===== src/lfms_pkg.sv =====
// Package: shared types and constants of the line-follow mode supervisor
`timescale 1ns / 1ps

package lfms_pkg;

    typedef enum logic [2:0] {
        MODE_IDLE  = 3'd0,
        MODE_RUN   = 3'd1,
        MODE_DEGR  = 3'd2,
        MODE_STOP  = 3'd3,
        MODE_FAULT = 3'd4
    } mode_t;

    localparam logic [1:0] CMD_NONE  = 2'd0;
    localparam logic [1:0] CMD_START = 2'd1;
    localparam logic [1:0] CMD_STOP  = 2'd2;
    localparam logic [1:0] CMD_RESET = 2'd3;

    localparam logic [2:0] CFG_FAULT_FRAMES     = 3'd0;
    localparam logic [2:0] CFG_LOST_STOP_FRAMES = 3'd1;
    localparam logic [2:0] CFG_RECOVERY_FRAMES  = 3'd2;
    localparam logic [2:0] CFG_IDLE_SPEED       = 3'd3;
    localparam logic [2:0] CFG_LINE_SPEED       = 3'd4;
    localparam logic [2:0] CFG_DEGRADED_SPEED   = 3'd5;
    localparam logic [2:0] CFG_ERROR_GAIN       = 3'd6;

    // Q1.15 speed factor: unity and the 0.4 floor
    localparam logic [15:0] FACTOR_ONE   = 16'd32768;
    localparam logic [15:0] FACTOR_FLOOR = 16'd13107;
    localparam logic [25:0] RED_LIMIT    = 26'(FACTOR_ONE - FACTOR_FLOOR);

    localparam logic [7:0] CNT_MAX = 8'hFF;

    localparam int DIV_STEPS  = 24;
    localparam int QUEUE_DEPTH = 2;
    localparam int QUEUE_AW    = $clog2(QUEUE_DEPTH);

    typedef struct packed {
        logic [7:0]  fault_frames;
        logic [7:0]  lost_stop_frames;
        logic [7:0]  recovery_frames;
        logic [15:0] idle_speed;
        logic [15:0] line_speed;
        logic [15:0] degraded_speed;
        logic [15:0] error_gain;
    } cfg_t;

    // One classified request handed from the front to the back
    typedef struct packed {
        mode_t              mode;
        logic [16:0]        mag;
        logic [7:0]         lost;
        logic signed [15:0] held;
    } job_t;

    typedef enum logic [2:0] {
        BK_IDLE,
        BK_RED,
        BK_FAC,
        BK_SCALE,
        BK_DMUL,
        BK_DIV,
        BK_OUT
    } back_state_t;

endpackage


===== src/lfms_front.sv =====
// Front end: mode state machine, failure and lost-line counters, offset latch
`timescale 1ns / 1ps

module lfms_front import lfms_pkg::*; (
    input  logic               aclk,
    input  logic               aresetn,
    input  cfg_t               cfg,
    input  logic               in_valid,
    output logic               in_ready,
    input  logic [1:0]         command,
    input  logic               localization_ok,
    input  logic               line_seen,
    input  logic signed [15:0] lateral_offset,
    output logic               job_valid,
    input  logic               job_ready,
    output job_t               job
);

    mode_t              mode_reg, mode_next;
    logic [7:0]         lost_reg, lost_next;
    logic [7:0]         fail_reg, fail_next;
    logic signed [15:0] latch_reg, latch_next;
    logic               accept;
    logic [7:0]         lost_inc;

    assign accept = in_valid && job_ready;

    always_comb begin
        lost_inc  = (lost_reg == CNT_MAX) ? lost_reg : lost_reg + 8'd1;
        fail_next = (!localization_ok && !line_seen)
                  ? ((fail_reg == CNT_MAX) ? fail_reg : fail_reg + 8'd1) : 8'd0;
        latch_next = (mode_reg == MODE_RUN) ? lateral_offset : latch_reg;
        mode_next  = mode_reg;
        lost_next  = lost_reg;
        priority if (command == CMD_STOP) begin
            mode_next = MODE_STOP;
        end else if ((mode_reg == MODE_RUN || mode_reg == MODE_DEGR)
                     && fail_next >= cfg.fault_frames) begin
            mode_next = MODE_FAULT;
        end else if (command == CMD_RESET && localization_ok && line_seen) begin
            mode_next = MODE_IDLE;
        end else if (!line_seen) begin
            if (mode_reg == MODE_RUN) begin
                lost_next = 8'd1;
                mode_next = MODE_DEGR;
            end else if (mode_reg == MODE_DEGR) begin
                lost_next = lost_inc;
                if (lost_inc > cfg.lost_stop_frames) begin
                    mode_next = MODE_STOP;
                end
            end
        end else begin
            if (mode_reg == MODE_DEGR && lost_reg <= cfg.recovery_frames) begin
                mode_next = MODE_RUN;
                lost_next = 8'd0;
            end else if (mode_reg == MODE_IDLE && command == CMD_START && localization_ok) begin
                mode_next = MODE_RUN;
            end
        end
    end

    // Classified request for the back end
    always_comb begin
        in_ready  = job_ready;
        job_valid = in_valid;
        job.mode  = mode_next;
        job.lost  = lost_next;
        job.held  = latch_next;
        job.mag   = lateral_offset[15] ? (17'(~lateral_offset) + 17'd1)
                                       : {1'b0, lateral_offset};
    end

    always_ff @(posedge aclk) begin
        if (!aresetn) begin
            mode_reg  <= MODE_IDLE;
            lost_reg  <= 8'd0;
            fail_reg  <= 8'd0;
            latch_reg <= 16'sd0;
        end else if (accept) begin
            mode_reg  <= mode_next;
            lost_reg  <= lost_next;
            fail_reg  <= fail_next;
            latch_reg <= latch_next;
        end
    end

endmodule


===== src/lfms_queue.sv =====
// Short request queue between the front and the back end
`timescale 1ns / 1ps

module lfms_queue import lfms_pkg::*; (
    input  logic aclk,
    input  logic aresetn,
    input  logic push_valid,
    output logic push_ready,
    input  job_t push_data,
    output logic pop_valid,
    input  logic pop_ready,
    output job_t pop_data
);

    job_t                mem [QUEUE_DEPTH];
    logic [QUEUE_AW-1:0] wr_ptr_reg, wr_ptr_next;
    logic [QUEUE_AW-1:0] rd_ptr_reg, rd_ptr_next;
    logic [QUEUE_AW:0]   count_reg, count_next;
    logic                push, pop;

    assign push_ready = (count_reg != (QUEUE_AW+1)'(QUEUE_DEPTH));
    assign pop_valid  = (count_reg != '0);
    assign push       = push_valid && push_ready;
    assign pop        = pop_valid && pop_ready;
    assign pop_data   = mem[rd_ptr_reg];

    always_comb begin
        wr_ptr_next = push ? wr_ptr_reg + 1'b1 : wr_ptr_reg;
        rd_ptr_next = pop ? rd_ptr_reg + 1'b1 : rd_ptr_reg;
        count_next  = count_reg;
        if (push && !pop) begin
            count_next = count_reg + 1'b1;
        end else if (pop && !push) begin
            count_next = count_reg - 1'b1;
        end
    end

    always_ff @(posedge aclk) begin
        if (push) begin
            mem[wr_ptr_reg] <= push_data;
        end
    end

    always_ff @(posedge aclk) begin
        if (!aresetn) begin
            wr_ptr_reg <= '0;
            rd_ptr_reg <= '0;
            count_reg  <= '0;
        end else begin
            wr_ptr_reg <= wr_ptr_next;
            rd_ptr_reg <= rd_ptr_next;
            count_reg  <= count_next;
        end
    end

endmodule


===== src/lfms_back.sv =====
// Back end: speed limit sequencer with shared multiplier and serial divider
`timescale 1ns / 1ps

module lfms_back import lfms_pkg::*; (
    input  logic               aclk,
    input  logic               aresetn,
    input  cfg_t               cfg,
    input  logic               job_valid,
    output logic               job_ready,
    input  job_t               job,
    output logic               m_valid,
    input  logic               m_ready,
    output logic [2:0]         m_mode,
    output logic [15:0]        m_speed_limit,
    output logic signed [15:0] m_held_offset
);

    back_state_t        state_reg, state_next;
    job_t               work_reg, work_next;
    logic [32:0]        prod_reg, prod_next;
    logic [15:0]        factor_reg, factor_next;
    logic [15:0]        speed_reg, speed_next;
    logic [23:0]        quo_reg, quo_next;
    logic [7:0]         rem_reg, rem_next;
    logic [4:0]         cnt_reg, cnt_next;
    logic               ov_reg, ov_next;
    logic [2:0]         om_reg, om_next;
    logic [15:0]        os_reg, os_next;
    logic signed [15:0] oh_reg, oh_next;

    logic        take, load_out, out_free, degr_zero;
    logic [15:0] mul_a;
    logic [16:0] mul_b;
    logic [32:0] mul_p;
    logic [25:0] red;
    logic [8:0]  rem_sh;
    logic        ge;

    assign out_free  = !ov_reg || m_ready;
    assign degr_zero = (cfg.lost_stop_frames == 8'd0) || (job.lost >= cfg.lost_stop_frames);
    assign mul_p     = 33'(mul_a) * 33'(mul_b);
    assign red       = prod_reg[32:7];
    assign rem_sh    = {rem_reg, quo_reg[23]};
    assign ge        = rem_sh >= {1'b0, cfg.lost_stop_frames};

    // Next state
    always_comb begin
        state_next = state_reg;
        unique case (state_reg)
            BK_IDLE: begin
                if (job_valid) begin
                    unique case (job.mode)
                        MODE_RUN:  state_next = BK_RED;
                        MODE_DEGR: state_next = degr_zero ? BK_OUT : BK_DMUL;
                        default:   state_next = BK_OUT;
                    endcase
                end
            end
            BK_RED:   state_next = BK_FAC;
            BK_FAC:   state_next = BK_SCALE;
            BK_SCALE: state_next = BK_OUT;
            BK_DMUL:  state_next = BK_DIV;
            BK_DIV:   state_next = (cnt_reg == 5'd1) ? BK_OUT : BK_DIV;
            BK_OUT:   state_next = out_free ? BK_IDLE : BK_OUT;
            default:  state_next = BK_IDLE;
        endcase
    end

    // Control outputs and multiplier operands
    always_comb begin
        take     = 1'b0;
        load_out = 1'b0;
        mul_a    = cfg.error_gain;
        mul_b    = work_reg.mag;
        unique case (state_reg)
            BK_IDLE:  take = job_valid;
            BK_SCALE: begin
                mul_a = cfg.line_speed;
                mul_b = {1'b0, factor_reg};
            end
            BK_DMUL:  begin
                mul_a = cfg.degraded_speed;
                mul_b = {9'd0, cfg.lost_stop_frames - work_reg.lost};
            end
            BK_OUT:   load_out = out_free;
            default:  ;
        endcase
    end
    assign job_ready = take;

    // Datapath
    always_comb begin
        work_next   = work_reg;
        prod_next   = prod_reg;
        factor_next = factor_reg;
        speed_next  = speed_reg;
        quo_next    = quo_reg;
        rem_next    = rem_reg;
        cnt_next    = cnt_reg;
        unique case (state_reg)
            BK_IDLE: begin
                work_next = job;
                unique case (job.mode)
                    MODE_IDLE: speed_next = cfg.idle_speed;
                    default:   speed_next = 16'd0;
                endcase
            end
            BK_RED:   prod_next = mul_p;
            BK_FAC:   factor_next = (red >= RED_LIMIT) ? FACTOR_FLOOR : FACTOR_ONE - red[15:0];
            BK_SCALE: speed_next = mul_p[30:15];
            BK_DMUL: begin
                quo_next = mul_p[23:0];
                rem_next = 8'd0;
                cnt_next = 5'(DIV_STEPS);
            end
            BK_DIV: begin
                rem_next = ge ? 8'(rem_sh - {1'b0, cfg.lost_stop_frames}) : rem_sh[7:0];
                quo_next = {quo_reg[22:0], ge};
                cnt_next = cnt_reg - 5'd1;
                if (cnt_reg == 5'd1) begin
                    speed_next = quo_next[15:0];
                end
            end
            default: ;
        endcase
    end

    // Output register
    always_comb begin
        ov_next = ov_reg;
        om_next = om_reg;
        os_next = os_reg;
        oh_next = oh_reg;
        if (load_out) begin
            ov_next = 1'b1;
            om_next = work_reg.mode;
            os_next = speed_reg;
            oh_next = work_reg.held;
        end else if (m_ready) begin
            ov_next = 1'b0;
        end
    end

    always_ff @(posedge aclk) begin
        if (!aresetn) begin
            state_reg <= BK_IDLE;
            ov_reg    <= 1'b0;
        end else begin
            state_reg <= state_next;
            ov_reg    <= ov_next;
        end
    end

    always_ff @(posedge aclk) begin
        if (take) begin
            work_reg <= work_next;
        end
        prod_reg   <= prod_next;
        factor_reg <= factor_next;
        speed_reg  <= speed_next;
        quo_reg    <= quo_next;
        rem_reg    <= rem_next;
        cnt_reg    <= cnt_next;
        om_reg     <= om_next;
        os_reg     <= os_next;
        oh_reg     <= oh_next;
    end

    assign m_valid       = ov_reg;
    assign m_mode        = om_reg;
    assign m_speed_limit = os_reg;
    assign m_held_offset = oh_reg;

endmodule


===== src/line_follow_mode_supervisor.sv =====
// Top level: line-follow mode supervisor with configuration registers
`timescale 1ns / 1ps

// Line-follow mode supervisor. Each request is one sensor frame (command,
// localisation and line flags, signed lateral error in 1/1024 units); each
// frame yields exactly one result with the new mode (0 idle, 1 running,
// 2 degraded, 3 stopped, 4 fault), a speed limit in mm/s and the lateral
// error last latched while running. The front end updates the mode and the
// counters in the cycle a request is taken and can take one request per
// cycle while its two-entry queue has room. The back end then works out the
// speed limit: idle, stopped and fault frames go from take to output load;
// running frames pass take, gain multiply, factor clamp, line-speed multiply
// and output load; degraded frames pass a degraded-speed multiply and the
// one-bit-per-cycle 24-step divider that scales the degraded speed by the
// remaining lost-frame budget, or get a zero limit once it is spent. As it
// takes a new frame only after loading the last result, the back end sets
// the sustained throughput. A result waits in its own output register, so
// the back end stalls only while the next result waits on an unread one.
// Write configuration only while no request is in flight.

module line_follow_mode_supervisor import lfms_pkg::*; (
    input  logic               aclk,
    input  logic               aresetn,
    // configuration write port
    input  logic               cfg_we,
    input  logic [2:0]         cfg_addr,
    input  logic [15:0]        cfg_wdata,
    // frame requests
    input  logic               s_valid,
    output logic               s_ready,
    input  logic [1:0]         s_command,
    input  logic               s_localization_ok,
    input  logic               s_line_seen,
    input  logic signed [15:0] s_lateral_offset,
    // results
    output logic               m_valid,
    input  logic               m_ready,
    output logic [2:0]         m_mode,
    output logic [15:0]        m_speed_limit,
    output logic signed [15:0] m_held_offset
);

    cfg_t cfg_reg, cfg_next;
    logic fq_valid, fq_ready;
    job_t fq_job;
    logic qb_valid, qb_ready;
    job_t qb_job;

    // Register file: unknown indexes drop the write
    always_comb begin
        cfg_next = cfg_reg;
        if (cfg_we) begin
            unique case (cfg_addr)
                CFG_FAULT_FRAMES:     cfg_next.fault_frames     = cfg_wdata[7:0];
                CFG_LOST_STOP_FRAMES: cfg_next.lost_stop_frames = cfg_wdata[7:0];
                CFG_RECOVERY_FRAMES:  cfg_next.recovery_frames  = cfg_wdata[7:0];
                CFG_IDLE_SPEED:       cfg_next.idle_speed       = cfg_wdata;
                CFG_LINE_SPEED:       cfg_next.line_speed       = cfg_wdata;
                CFG_DEGRADED_SPEED:   cfg_next.degraded_speed   = cfg_wdata;
                CFG_ERROR_GAIN:       cfg_next.error_gain       = cfg_wdata;
                default:              ;
            endcase
        end
    end

    always_ff @(posedge aclk) begin
        if (!aresetn) begin
            cfg_reg.fault_frames     <= 8'd5;
            cfg_reg.lost_stop_frames <= 8'd20;
            cfg_reg.recovery_frames  <= 8'd10;
            cfg_reg.idle_speed       <= 16'd0;
            cfg_reg.line_speed       <= 16'd500;
            cfg_reg.degraded_speed   <= 16'd200;
            cfg_reg.error_gain       <= 16'd4096;
        end else begin
            cfg_reg <= cfg_next;
        end
    end

    // Classify the frame and advance the mode
    lfms_front u_front (
        .aclk            (aclk),
        .aresetn         (aresetn),
        .cfg             (cfg_reg),
        .in_valid        (s_valid),
        .in_ready        (s_ready),
        .command         (s_command),
        .localization_ok (s_localization_ok),
        .line_seen       (s_line_seen),
        .lateral_offset  (s_lateral_offset),
        .job_valid       (fq_valid),
        .job_ready       (fq_ready),
        .job             (fq_job)
    );

    // Hold classified requests while the back end is busy
    lfms_queue u_queue (
        .aclk       (aclk),
        .aresetn    (aresetn),
        .push_valid (fq_valid),
        .push_ready (fq_ready),
        .push_data  (fq_job),
        .pop_valid  (qb_valid),
        .pop_ready  (qb_ready),
        .pop_data   (qb_job)
    );

    // Compute the speed limit and present the result
    lfms_back u_back (
        .aclk          (aclk),
        .aresetn       (aresetn),
        .cfg           (cfg_reg),
        .job_valid     (qb_valid),
        .job_ready     (qb_ready),
        .job           (qb_job),
        .m_valid       (m_valid),
        .m_ready       (m_ready),
        .m_mode        (m_mode),
        .m_speed_limit (m_speed_limit),
        .m_held_offset (m_held_offset)
    );

endmodule


===== config.mk =====
export PLATFORM = sky130hd
export DESIGN_NAME = line_follow_mode_supervisor
export DESIGN_NICKNAME = d
export VERILOG_FILES = /design/src/lfms_pkg.sv /design/src/lfms_front.sv /design/src/lfms_queue.sv /design/src/lfms_back.sv /design/src/line_follow_mode_supervisor.sv
export SDC_FILE = /design/constraint.sdc
export NUM_CORES = 1
export LEC_CHECK = 0
export BUFFER_PORTS_ARGS = -buffer_cell sky130_fd_sc_hd__buf_2
export CORE_ASPECT_RATIO = 0.5
export CORE_MARGIN = 2
export CORE_UTILIZATION = 45
export DETAILED_ROUTE_END_ITERATION = 10
export GPL_ROUTABILITY_DRIVEN = 0
export PLACE_DENSITY = 0.62
export SLEW_MARGIN = 25
export SYNTH_ARGS = -nofsm -noshare
export SYNTH_HDL_FRONTEND = slang
export SYNTH_HIERARCHICAL = 1
export SYNTH_SLANG_ARGS = --single-unit

===== constraint.sdc =====
create_clock -name aclk -period 10 [get_ports aclk]
set_input_delay 0 -clock aclk [delete_from_list [all_inputs] [get_ports aclk]]
set_output_delay 0 -clock aclk [all_outputs]
set_load 0.02 [all_outputs]

# After elaboration in Yosys (flattened, before gate mapping)
# Memories as Yosys holds them, arrays and structs flattened. A register that Yosys moved wholly into a read port is not among the register bits.
# Index checks and enable logic that the tools add are counted.
op_classes:
  reduce_logical: 38
  bitwise: 1
  multipliers: 1
  muxes: 46
  eq_ne: 25
  order_cmp: 6
  addsub: 11
op_table:
  columns: ["cell", "n"]
  rows:
  - ["$mux 8", 11]
  - ["$mux 16", 3]
  - ["$pmux 16 s3", 1]
  - ["$pmux 24 s2", 1]
  - ["$pmux 17 s2", 1]
  - ["$mul 16x17->33", 1]
  - ["$mux 3", 11]
  - ["$pmux 16 s2", 1]
  - ["$ge 26x15->1 const B", 1]
  - ["$pmux 3 s7", 1]
  - ["$eq 3x2->1 const B", 6]
  - ["$eq 3x3->1 const B", 6]
  - ["$reduce_and 2->1", 9]
  - ["$add 17x1->17 const B", 1]
  - ["$mux 17", 1]
  - ["$not 16->17", 1]
  - ["$add 8x1->8 const B", 2]
  - ["$eq 8x8->1 const B", 2]
  - ["$ge 8x8->1", 2]
  - ["$pmux 8 s2", 1]
  - ["$sub 16x16->16 const A", 1]
  - ["$sub 8x8->8", 2]
  - ["$eq 3x1->1 const B", 4]
  - ["$logic_not 3->1", 4]
  - ["22 further kinds", 54]
totals:
  elab_cells: 158
  regBits: 312
  ram_bits: 88
  inputBits: 44
  n_memories: 1
memory_table:
  columns: ["memory", "words", "width", "rd", "rd_ports_with_merged_regs", "write_ports", "line_no", "source"]
  rows:
  - ["u_queue.mem", 2, 44, 1, 1, 1, "lfms_queue.sv:15", "job_t mem [QUEUE_DEPTH];"]

# Longest topological paths before layout
# Gate-level depths: netlist of the first run.
depth:
  ltp_word: 10
  depth_mapped: 30
  mapped_depth_nobuf: 30

# Modules after synthesis
# The synthesis of the first run kept the hierarchy.
by_module_without_submodules:
  columns: ["module", "area_per_inst_um2", "cells_per_inst", "instances", "seq_area_each_um2"]
  rows:
  - ["lfms_back", 17148.9, 1725, 1, 5305.1]
  - ["lfms_queue", 3415.8, 161, 1, 2742.6]
  - ["lfms_front", 3378.2, 442, 1, 700.7]
  - ["line_follow_mode_supervisor", 3344.5, 321, 1, 1761.7]

# Worst setup path before layout of the first run
# OpenSTA, ideal clock, no wires.
synth_timing:
  kind: "reg-to-reg"
  start: "register cfg_reg[72] (netlist bit)"
  end: "register u_back.speed_reg[13], data pin"
  stages_incl_launch_ff: 29
  n_path_buf: 1
  synth_period_minus_slack_ns: 7.637
  setup_ns: 0.261
  t_arrival_ns: 7.377
  setup_slack_ns: 2.363
  t_required_ns: 9.739
  path_cell_list: "dfxtp_1 -> inv_1 -> ha_1 -> fa_1 -> nor2b_1 -> o21ai_1 -> a21boi_0 -> o21ai_1 -> nor3b_1 -> o31ai_1 -> nand2_1 -> fa_1 -> inv_1 -> fa_1 -> fa_1 -> fa_1 -> fa_1 -> inv_1 -> fa_1 -> inv_1 -> ha_1 -> buf_2 -> a21oi_1 -> o21bai_1 -> a311o_1 -> a311o_1 -> a21oi_2 -> xnor2_1 -> a221o_1"
synth_between:
  elab_chain_cells: 4
synth_lines:
  columns: ["element", "line_no", "source"]
  rows:
  - ["from (decl)", "line_follow_mode_supervisor.sv:43", "cfg_t cfg_reg, cfg_next;"]
  - ["from (signal assigned)", "line_follow_mode_supervisor.sv:76", "cfg_reg <= cfg_next;"]
  - ["$sub 8x8->8", "lfms_back.sv:83", "mul_b = {9'd0, cfg.lost_stop_frames - work_reg.lost};"]
  - ["$pmux 17 s2", "lfms_back.sv:75", "unique case (state_reg)"]
  - ["$mul 16x17->33", "lfms_back.sv:41", "assign mul_p = 33'(mul_a) * 33'(mul_b);"]
  - ["net u_back.mul_p[28]", "lfms_back.sv:34", "logic [32:0] mul_p;"]
  - ["$pmux 16 s3", "lfms_back.sv:100", "unique case (state_reg)"]
  - ["net u_back.speed_next[13]", "lfms_back.sv:22", "logic [15:0] speed_reg, speed_next;"]
  - ["to (signal assigned)", "lfms_back.sv:160", "speed_reg <= speed_next;"]
  - ["to (decl)", "lfms_back.sv:22", null]
# The timed path passes the listed nets, and every way through them passes these cells.
# A chain may end at the register's enable or synchronous reset.

# Final worst setup path of the first run
layout_timing:
  start: "register cfg_reg[72] (netlist bit)"
  end: "register u_back.quo_reg[17], data pin"
layout_between:
  elab_chain_cells: 4
layout_lines:
  columns: ["element", "line_no", "source"]
  rows:
  - ["$sub 8x8->8", "lfms_back.sv:83", null]
  - ["$pmux 17 s2", "lfms_back.sv:75", null]
  - ["$mul 16x17->33", "lfms_back.sv:41", null]
  - ["net u_back.mul_p[17]", "lfms_back.sv:34", null]
  - ["$pmux 24 s2", "lfms_back.sv:100", null]
  - ["net u_back.quo_next[17]", "lfms_back.sv:23", "logic [23:0] quo_reg, quo_next;"]
  - ["to (signal assigned)", "lfms_back.sv:161", "quo_reg <= quo_next;"]
  - ["to (decl)", "lfms_back.sv:23", null]
# The timed path passes the listed nets, and every way through them passes these cells.

==> results of run 1 <==
[layer usage]
layer / part of all wire [%] / global-route usage, %
met1: 44 / 33.6
met2: 44 / 37.4
met3: 8.1 / 4.34
met4: 3.1 / 8.00
met5: 0 / 0
[cell usage after synthesis, types with 13 or more instances]
master    number  area (um^2)
a21o_1        42          315
a21oi_1       80          400
buf_2         29          145
and2_1        19          119
nand2b_1      21          131
buf_4         15          113
nor3b_1       21          158
xnor2_1       51          447
nand2_1      375         1410
nor2b_1       51          319
mux2i_1       98          981
ha_1         160         2000
o21a_1        15          113
nand4_1       21          131
fa_1         210         4200
mux2_2        70          788
a211oi_1      13         97.6
dfxtp_1      132         2640
edfxtp_1     262         7870
nor2_1       216          811
nor3_1        39          195
inv_1        304         1140
clkbuf_1      62          233
nand3_1       43          215
o21ai_0       51          255
and3_1        18          113
xor2_1        19          166
[metrics by stage]
step / instance area (um^2) / setup slack [ns] / power [mW] / instances / hold slack [ns]
finish: 30200 / 1.51 / 9.53 / 3574 / 0.0885
global route: 30200 / 1.03 / 10.2 / 3574 / 0.106
CTS: 30200 / 1.61 / 9.48 / 3573 / 0.0653
detailed placement: 28500 / 1.67 / 7.88 / 3459 / 0.281
global placement: 28500 / 1.77 / 7.84 / 3459 / 0.271
floorplan: 27300 / 2.36 / 6.08 / 2649 / 0.122
[worst max-delay path, stage by stage, from the launching register on]
cell and delay, ns:
dfxtp_1 0.45, inv_1 0.07, ha_1 0.23, fa_1 0.38, nor2b_1 0.17, o21ai_1 0.10, a21boi_0 0.22, o21ai_1 0.10
a21boi_0 0.29, o31a_1 0.53, nor2_1 0.14, fa_1 0.58, inv_1 0.06, fa_1 0.49, fa_1 0.52, inv_1 0.05
fa_1 0.47, fa_1 0.55, inv_1 0.06, fa_1 0.55, inv_1 0.05, ha_1 0.37, nor2b_1 0.17, o211a_1 0.26
o31ai_2 0.38, o21ai_0 0.13, a211oi_1 0.68, mux2_2 0.29
[final timing paths]
kind                            start  cells after the start  slack, ns                       end
setup reg to reg          cfg_reg[72]                     27       1.51        u_back/quo_reg[17]
setup / recovery          cfg_reg[72]                     27       1.51        u_back/quo_reg[17]
hold reg to reg   u_back/work_reg[12]                      0       0.41  u_back/m_held_offset[12]
hold / removal            cfg_addr[1]                      4       0.09                cfg_reg[0]
[power by group through the flow]
stage	Sequential [mW]	Clock [mW]	Combinational (mW)
5_1_grt	2.56	1.63	5.97
3_3_place_gp	2.56	0	5.28
6_report	2.54	1.54	5.45
3_5_place_dp	2.56	0	5.32
4_1_cts	2.53	1.57	5.38
2_1_floorplan	2.50	0	3.58
[final cells by class]
cell class | count | area (um^2) | share of cell area [%]
clock inverters | 17 | 223 | 0.736
flip-flops and latches | 394 | 10500 | 34.8
clock buffers | 55 | 1130 | 3.72
repair buffers | 160 | 1120 | 3.69
inverters | 304 | 1140 | 3.78
multi-input cells | 1832 | 15100 | 49.9
well taps | 812 | 1020 | 3.36
[kinds of logic (layout without fill, tap and decap cells)]
family          Yosys count  count (layout)  synth area share (%)
simple gates            882             882                  14.9
buf+inv                 423             536                  6.30
flops                   394             394                  38.5
fa+ha+maj               370             370                  22.7
compound gates          341             341                  8.76
mux                     168             168                  6.48
xor+xnor                 70              70                  2.25
other cells               1               1                0.0137
[placed cells by master (no fill, tap or decap), drive strengths merged, types with 70 or more instances in the layout]
cell type  netlist  layout
a21oi           84      84
inv            304     306
buf             55     118
nor2           216     216
mux2            70      70
edfxtp         262     262
dfxtp          132     132
mux2i           98      98
fa             210     210
nand2          375     375
ha             160     160
[repair_timing]
action,CTS,global route
buffers inserted,0,0
hold buffers,42,0
endpoints found under the hold margin,151,0
gates resized for setup,0,0
==> flow_metrics.env, run 1 <==
export IMPL_outcome="finished clean"
export IMPL_die_y_um=178
export IMPL_drc=0
export IMPL_p_comb_share_pct=57.2
export IMPL_syn_nets=3063
export IMPL_intPower_mw=5.03
export IMPL_dpl_hpwl_mm=56.6
export IMPL_timing_fmax_mhz=118
export IMPL_clk_pin_slew_worst_paths_ns=0.06
export IMPL_port_buffers=80
export IMPL_final_period_utilization_pct=84.9
export IMPL_clock_root_buffer="clkbuf_16"
export IMPL_clk_path_buf_depth=3
export IMPL_fp_dieW_um=352
export IMPL_p_switching_mw=4.49
export IMPL_slew_headroom_pct=21.6
export IMPL_yosys_register_bits=394
export IMPL_nFillCells=5453
export IMPL_drt_vias_per_instance=5.54
export IMPL_fin_skew_ns=0.0359
export IMPL_antennaDiodeCount=0
export IMPL_io_pins=81
export IMPL_cp_end_kind="flip-flop"
export IMPL_slew_violations=0
export IMPL_tritoncts="done"
export IMPL_pwr_share_seq_pct=26.6
export IMPL_arrival_ns=8.93
export IMPL_vias=19803
export IMPL_cp_start_kind="flip-flop"
export IMPL_synthArstFlopShare_pct=0
export IMPL_rows=63
export IMPL_required_ns=10.44
export IMPL_syn_inst=2649
export IMPL_first_iter_violations=1869
export IMPL_critPathKind="flip-flop to flip-flop"
export IMPL_routed_wl_mm=74.7
export IMPL_drt_first_pass_iters=6
export IMPL_fin_util_pct=50.7
export IMPL_synth_enable_flop_cells=262
export IMPL_maxCapViolations=0
export IMPL_numCtsBuffers=39
export IMPL_hp_class="input pin to flip-flop"
export IMPL_yosysUniqueCellTypes=94
export IMPL_area_growth_pct=10.8
export IMPL_syn_mean_instance_area_um2=10.3
export IMPL_drt_wirelength_per_cell_um=20.9
export IMPL_setup_viol=0
export IMPL_cts_htree_levels=2
export IMPL_grt_pass1_wl_mm=115
export IMPL_irDropWorstVdd_mv=0.338
export IMPL_first_global_vias=19573
export IMPL_syn_area_um2=27300
export IMPL_period_minus_slack_ns=8.49
export IMPL_ant_nets=0
export IMPL_grt_max_degree=70
export IMPL_fin_tns_setup_ns=0
export IMPL_gr_usage_all_layers_pct=23.9
export IMPL_clock_power_share_pct=16.2
export IMPL_power_density_nw_per_um2=315
export IMPL_finalHoldViolations=0
export IMPL_grt_overflow=0
export IMPL_antenna_found_initial=1
export IMPL_initial_core_util_pct=45.8
export IMPL_core_area_um2=59600
export IMPL_ys_warn_count=6
export IMPL_yosys_most_used_dff="edfxtp_1"
export IMPL_dieArea_um2=62700
export IMPL_worstMarginPinSlew_ns=1.17
export IMPL_cts_sinks=394
export IMPL_cp_max_fo=8
export IMPL_nets=3145
export IMPL_p_sw_share_pct=47.2
export IMPL_rsz0062_at_grt="no"
export IMPL_clock_latency_ns=0.58
export IMPL_synth_seq_area_share_pct=38.5
export IMPL_total_leakage_power_nw=13.0
export IMPL_layout_drive_gt1_share_pct=10.9
Power figures use the tool's default switching activity.
==> run 2: changes to the inputs <==
--- a/config.mk
+++ b/config.mk
@@ -5,13 +5,14 @@
 export SDC_FILE = /design/constraint.sdc
 export NUM_CORES = 1
 export LEC_CHECK = 0
+export ABC_AREA = 1
 export BUFFER_PORTS_ARGS = -buffer_cell sky130_fd_sc_hd__buf_2
 export CORE_ASPECT_RATIO = 0.5
 export CORE_MARGIN = 2
 export CORE_UTILIZATION = 45
 export DETAILED_ROUTE_END_ITERATION = 10
 export GPL_ROUTABILITY_DRIVEN = 0
-export PLACE_DENSITY = 0.62
+export PLACE_DENSITY = 0.64
 export SLEW_MARGIN = 25
 export SYNTH_ARGS = -nofsm -noshare
 export SYNTH_HDL_FRONTEND = slang
==> constraint.sdc (replaced) <==
create_clock -name aclk -period 7.66 [get_ports aclk]
set_input_delay 0 -clock aclk [delete_from_list [all_inputs] [get_ports aclk]]
set_output_delay 0 -clock aclk [all_outputs]
set_load 0.02 [all_outputs]
==> run 2 against run 1 <==
Compared with the run above: via count rose by 14%; non-clock buffer count rose by 13; sequential cell count did not move; clock skew fell by 0.0011 ns; setup slack got worse by 1.2 ns; global-route usage fell by 0.20 points; sequential share of layout area fell by 1.7 points; synthesized area rose by 4.8%; critical path depth did not move; clock-buffer cell count fell by 7; first-iteration DRC count rose by 12%; final cell count rose by 20%; critical path type unchanged; highest routed layer unchanged.
==> flow_metrics.env, run 2 <==
export IMPL_reg2reg_to="u_back/prod_reg[22]"
export IMPL_ant_nets=0
export IMPL_maxCapViolations=0
export IMPL_rows=65
export IMPL_clock_root_buffer="clkbuf_16"
export IMPL_nets=3846
export IMPL_post_synth_top_area_fraction_pct=27.5
export IMPL_port_buffers=80
export IMPL_place_ws_ns=0.294
export IMPL_yosys_most_used_dff="edfxtp_1"
export IMPL_setup_viol=0
export IMPL_slew_headroom_pct=32.4
export IMPL_syn_mean_instance_area_um2=8.65
export IMPL_grt_pass1_wl_mm=122
export IMPL_slew_violations=0
export IMPL_clk_path_buf_depth=3
export IMPL_syn_area_um2=28600
export IMPL_fin_skew_ns=0.0349
export IMPL_reg2reg_depth=27
export IMPL_layout_drive_gt1_share_pct=9.93
export IMPL_fin_ws_ns=0.301
export IMPL_r2r_setup_slack_ns=0.30
export IMPL_area_growth_pct=11.1
export IMPL_cts_sinks=394
export IMPL_tritoncts="done"
export IMPL_min_path_cells=6
export IMPL_final_common_cell="nand2_1"
export IMPL_final_period_utilization_pct=96.1
export IMPL_final_cell_mix="nand2_1 (750), inv_1 (556), nor2_1 (413), edfxtp_1 (262), nand3_1 (215)"
export IMPL_core_area_um2=62900
export IMPL_min_to="u_front/mode_reg[2]"
export IMPL_fp_dieW_um=360
export IMPL_gr_usage_all_layers_pct=23.7
export IMPL_arrival_ns=7.68
export IMPL_synth_most_common_cell="nand2_1"
export IMPL_yosys_top_cells_area="edfxtp_1 (28%), fa_1 (15%), nand2_1 (9.8%)"
export IMPL_yosys_register_bits=394
export IMPL_synthTopCellsByCount="nand2_1 (750), inv_1 (556), nor2_1 (419)"
export IMPL_cp_end_kind="flip-flop"
export IMPL_clock_latency_ns=0.58
export IMPL_cp_start_kind="flip-flop"
export IMPL_vias=22515
export IMPL_outcome="finished clean"
export IMPL_clk_pin_slew_worst_paths_ns=0.06
export IMPL_synth_seq_area_share_pct=36.8
export IMPL_io_pins=81
export IMPL_drt_wirelength_per_cell_um=18.0
export IMPL_syn_nets=3720
export IMPL_ys_warn_count=6
export IMPL_dieArea_um2=65700
export IMPL_antenna_found_initial=0
export IMPL_timing_fmax_mhz=136
export IMPL_first_iter_violations=2098
export IMPL_dpl_hpwl_mm=58.6
export IMPL_yosys_area_top_type="edfxtp_1"
export IMPL_syn_inst=3306
export IMPL_crit_start="u_back/state_reg[0]"
export IMPL_synth_enable_flop_cells=262
export IMPL_yosysUniqueCellTypes=63
export IMPL_drt_first_pass_iters=5
export IMPL_routed_wl_mm=77.4
export IMPL_cts_htree_levels=2
export IMPL_antennaDiodeCount=0
export IMPL_numCtsBuffers=40
export IMPL_hp_class="input pin to flip-flop"
export IMPL_initial_core_util_pct=45.4
export IMPL_finalHoldViolations=0
export IMPL_reg2reg_from="u_back/state_reg[0]"
export IMPL_die_y_um=182
export IMPL_period_minus_slack_ns=7.36
export IMPL_rsz0062_at_grt="no"
export IMPL_grt_max_degree=62
export IMPL_hold_start="s_command[1]"
export IMPL_required_ns=7.98
export IMPL_fin_tns_setup_ns=0
export IMPL_synthArstFlopShare_pct=0
export IMPL_worstMarginPinSlew_ns=1.01
export IMPL_first_global_vias=22099
export IMPL_grt_overflow=0
export IMPL_drc=0
export IMPL_drt_vias_per_instance=5.23
export IMPL_critPathKind="flip-flop to flip-flop"
export IMPL_cp_max_fo=22
-- run 2: cell types whose count changed after synthesis, sizes merged, moves of 45 or more --
| cell | previous run | this run |
|---|---|---|
| nand2 | 375 | 770 |
| nor2b | 51 | 0 |
| inv | 304 | 585 |
| mux2i | 98 | 0 |
| o21ai | 59 | 109 |
| nand3 | 43 | 220 |
| clkbuf | 64 | 19 |
| nor2 | 216 | 434 |
-- run 2: how the worst max path moves through the flow --
stage | end | slack [ns]
floorplan | u_back/prod_reg[29] | 1.26
global placement | u_back/speed_reg[1] | 0.37
detailed placement | u_back/speed_reg[1] | 0.29
CTS | u_back/speed_reg[1] | 0.29
global route | u_back/quo_reg[22] | 0.006
finish | u_back/prod_reg[22] | 0.30
-- run 2: worst max-delay path, cell delays in order (launching register included) --
cell      delay [ns]
dfxtp_1         0.44
nand2_2         0.11
nor2_4          0.10
inv_2           0.05
buf_4           0.23
o21ai_0         0.37
nand2_2         0.32
nand2_2         0.30
nor2_1          0.10
fa_1            0.55
inv_1           0.06
fa_1            0.50
fa_1            0.51
inv_1           0.05
fa_1            0.50
fa_1            0.55
inv_1           0.05
fa_1            0.56
inv_1           0.07
ha_1            0.41
nand2_1         0.18
inv_1           0.07
nand2_1         0.06
nand2_1         0.08
nand3b_1        0.27
nand2_1         0.16
nand3b_1        0.20
and2_1          0.24
-- run 2: kinds of logic (layout without fill, tap and decap cells) --
kind of cell             count (synthesis)  in the layout  share of synthesized area (%)
AND/OR/NAND/NOR                       1524           1524                           22.5
buffers and inverters                  679            837                           9.90
flip-flops                             394            394                           36.8
adder cells (fa/ha/maj)                370            370                           21.7
AO/OA/AOI/OAI                          252            252                           5.61
multiplexers                            44             44                           2.26
XOR/XNOR                                42             42                           1.29
other                                    1              1                         0.0131
-- run 2: layout make-up --
class / count / area [um^2]
clock buffer: 48 / 1070
clock inverter: 26 / 332
fill: 5928 / 31200
inverter: 590 / 2220
multi-input combinational: 2233 / 15300
sequential: 394 / 10500
tap: 837 / 1050
timing repair buffer: 173 / 1260
-- run 2: layer usage --
layer	vias up	GRT usage, %	share of wire (%)
met5	-	0	0
met2	828	38.6	45
li1	10679	-	-
met4	0	7.73	3.3
met3	154	2.85	7.1
met1	10854	33.1	44
-- run 2: stage by stage --
| stage | util, % | cells | hold WS [ns] | area [um^2] |
|---|---|---|---|---|
| 2_1_floorplan | - | 3306 | 0.113 | 28600 |
| 3_3_place_gp | 47.2 | 4169 | 0.219 | 29700 |
| 3_5_place_dp | 47.2 | 4169 | 0.220 | 29700 |
| 4_1_cts | 50.4 | 4299 | 0.0325 | 31700 |
| 5_1_grt | 50.5 | 4301 | 0.114 | 31800 |
| 6_report | 50.5 | 4301 | 0.0481 | 31800 |
-- run 2: repair_timing --
| action | in CTS | in global routing |
|---|---|---|
| hold endpoints to repair | 160 | 0 |
| hold buffers | 56 | 0 |
| endpoints found under the setup margin | 0 | 5 |
| setup buffers | 0 | 1 |
| resized for setup | 0 | 6 |
Power of run 2 is not shown: default switching activity piles up to over one toggle a cycle in this logic, so the estimate is an artifact.
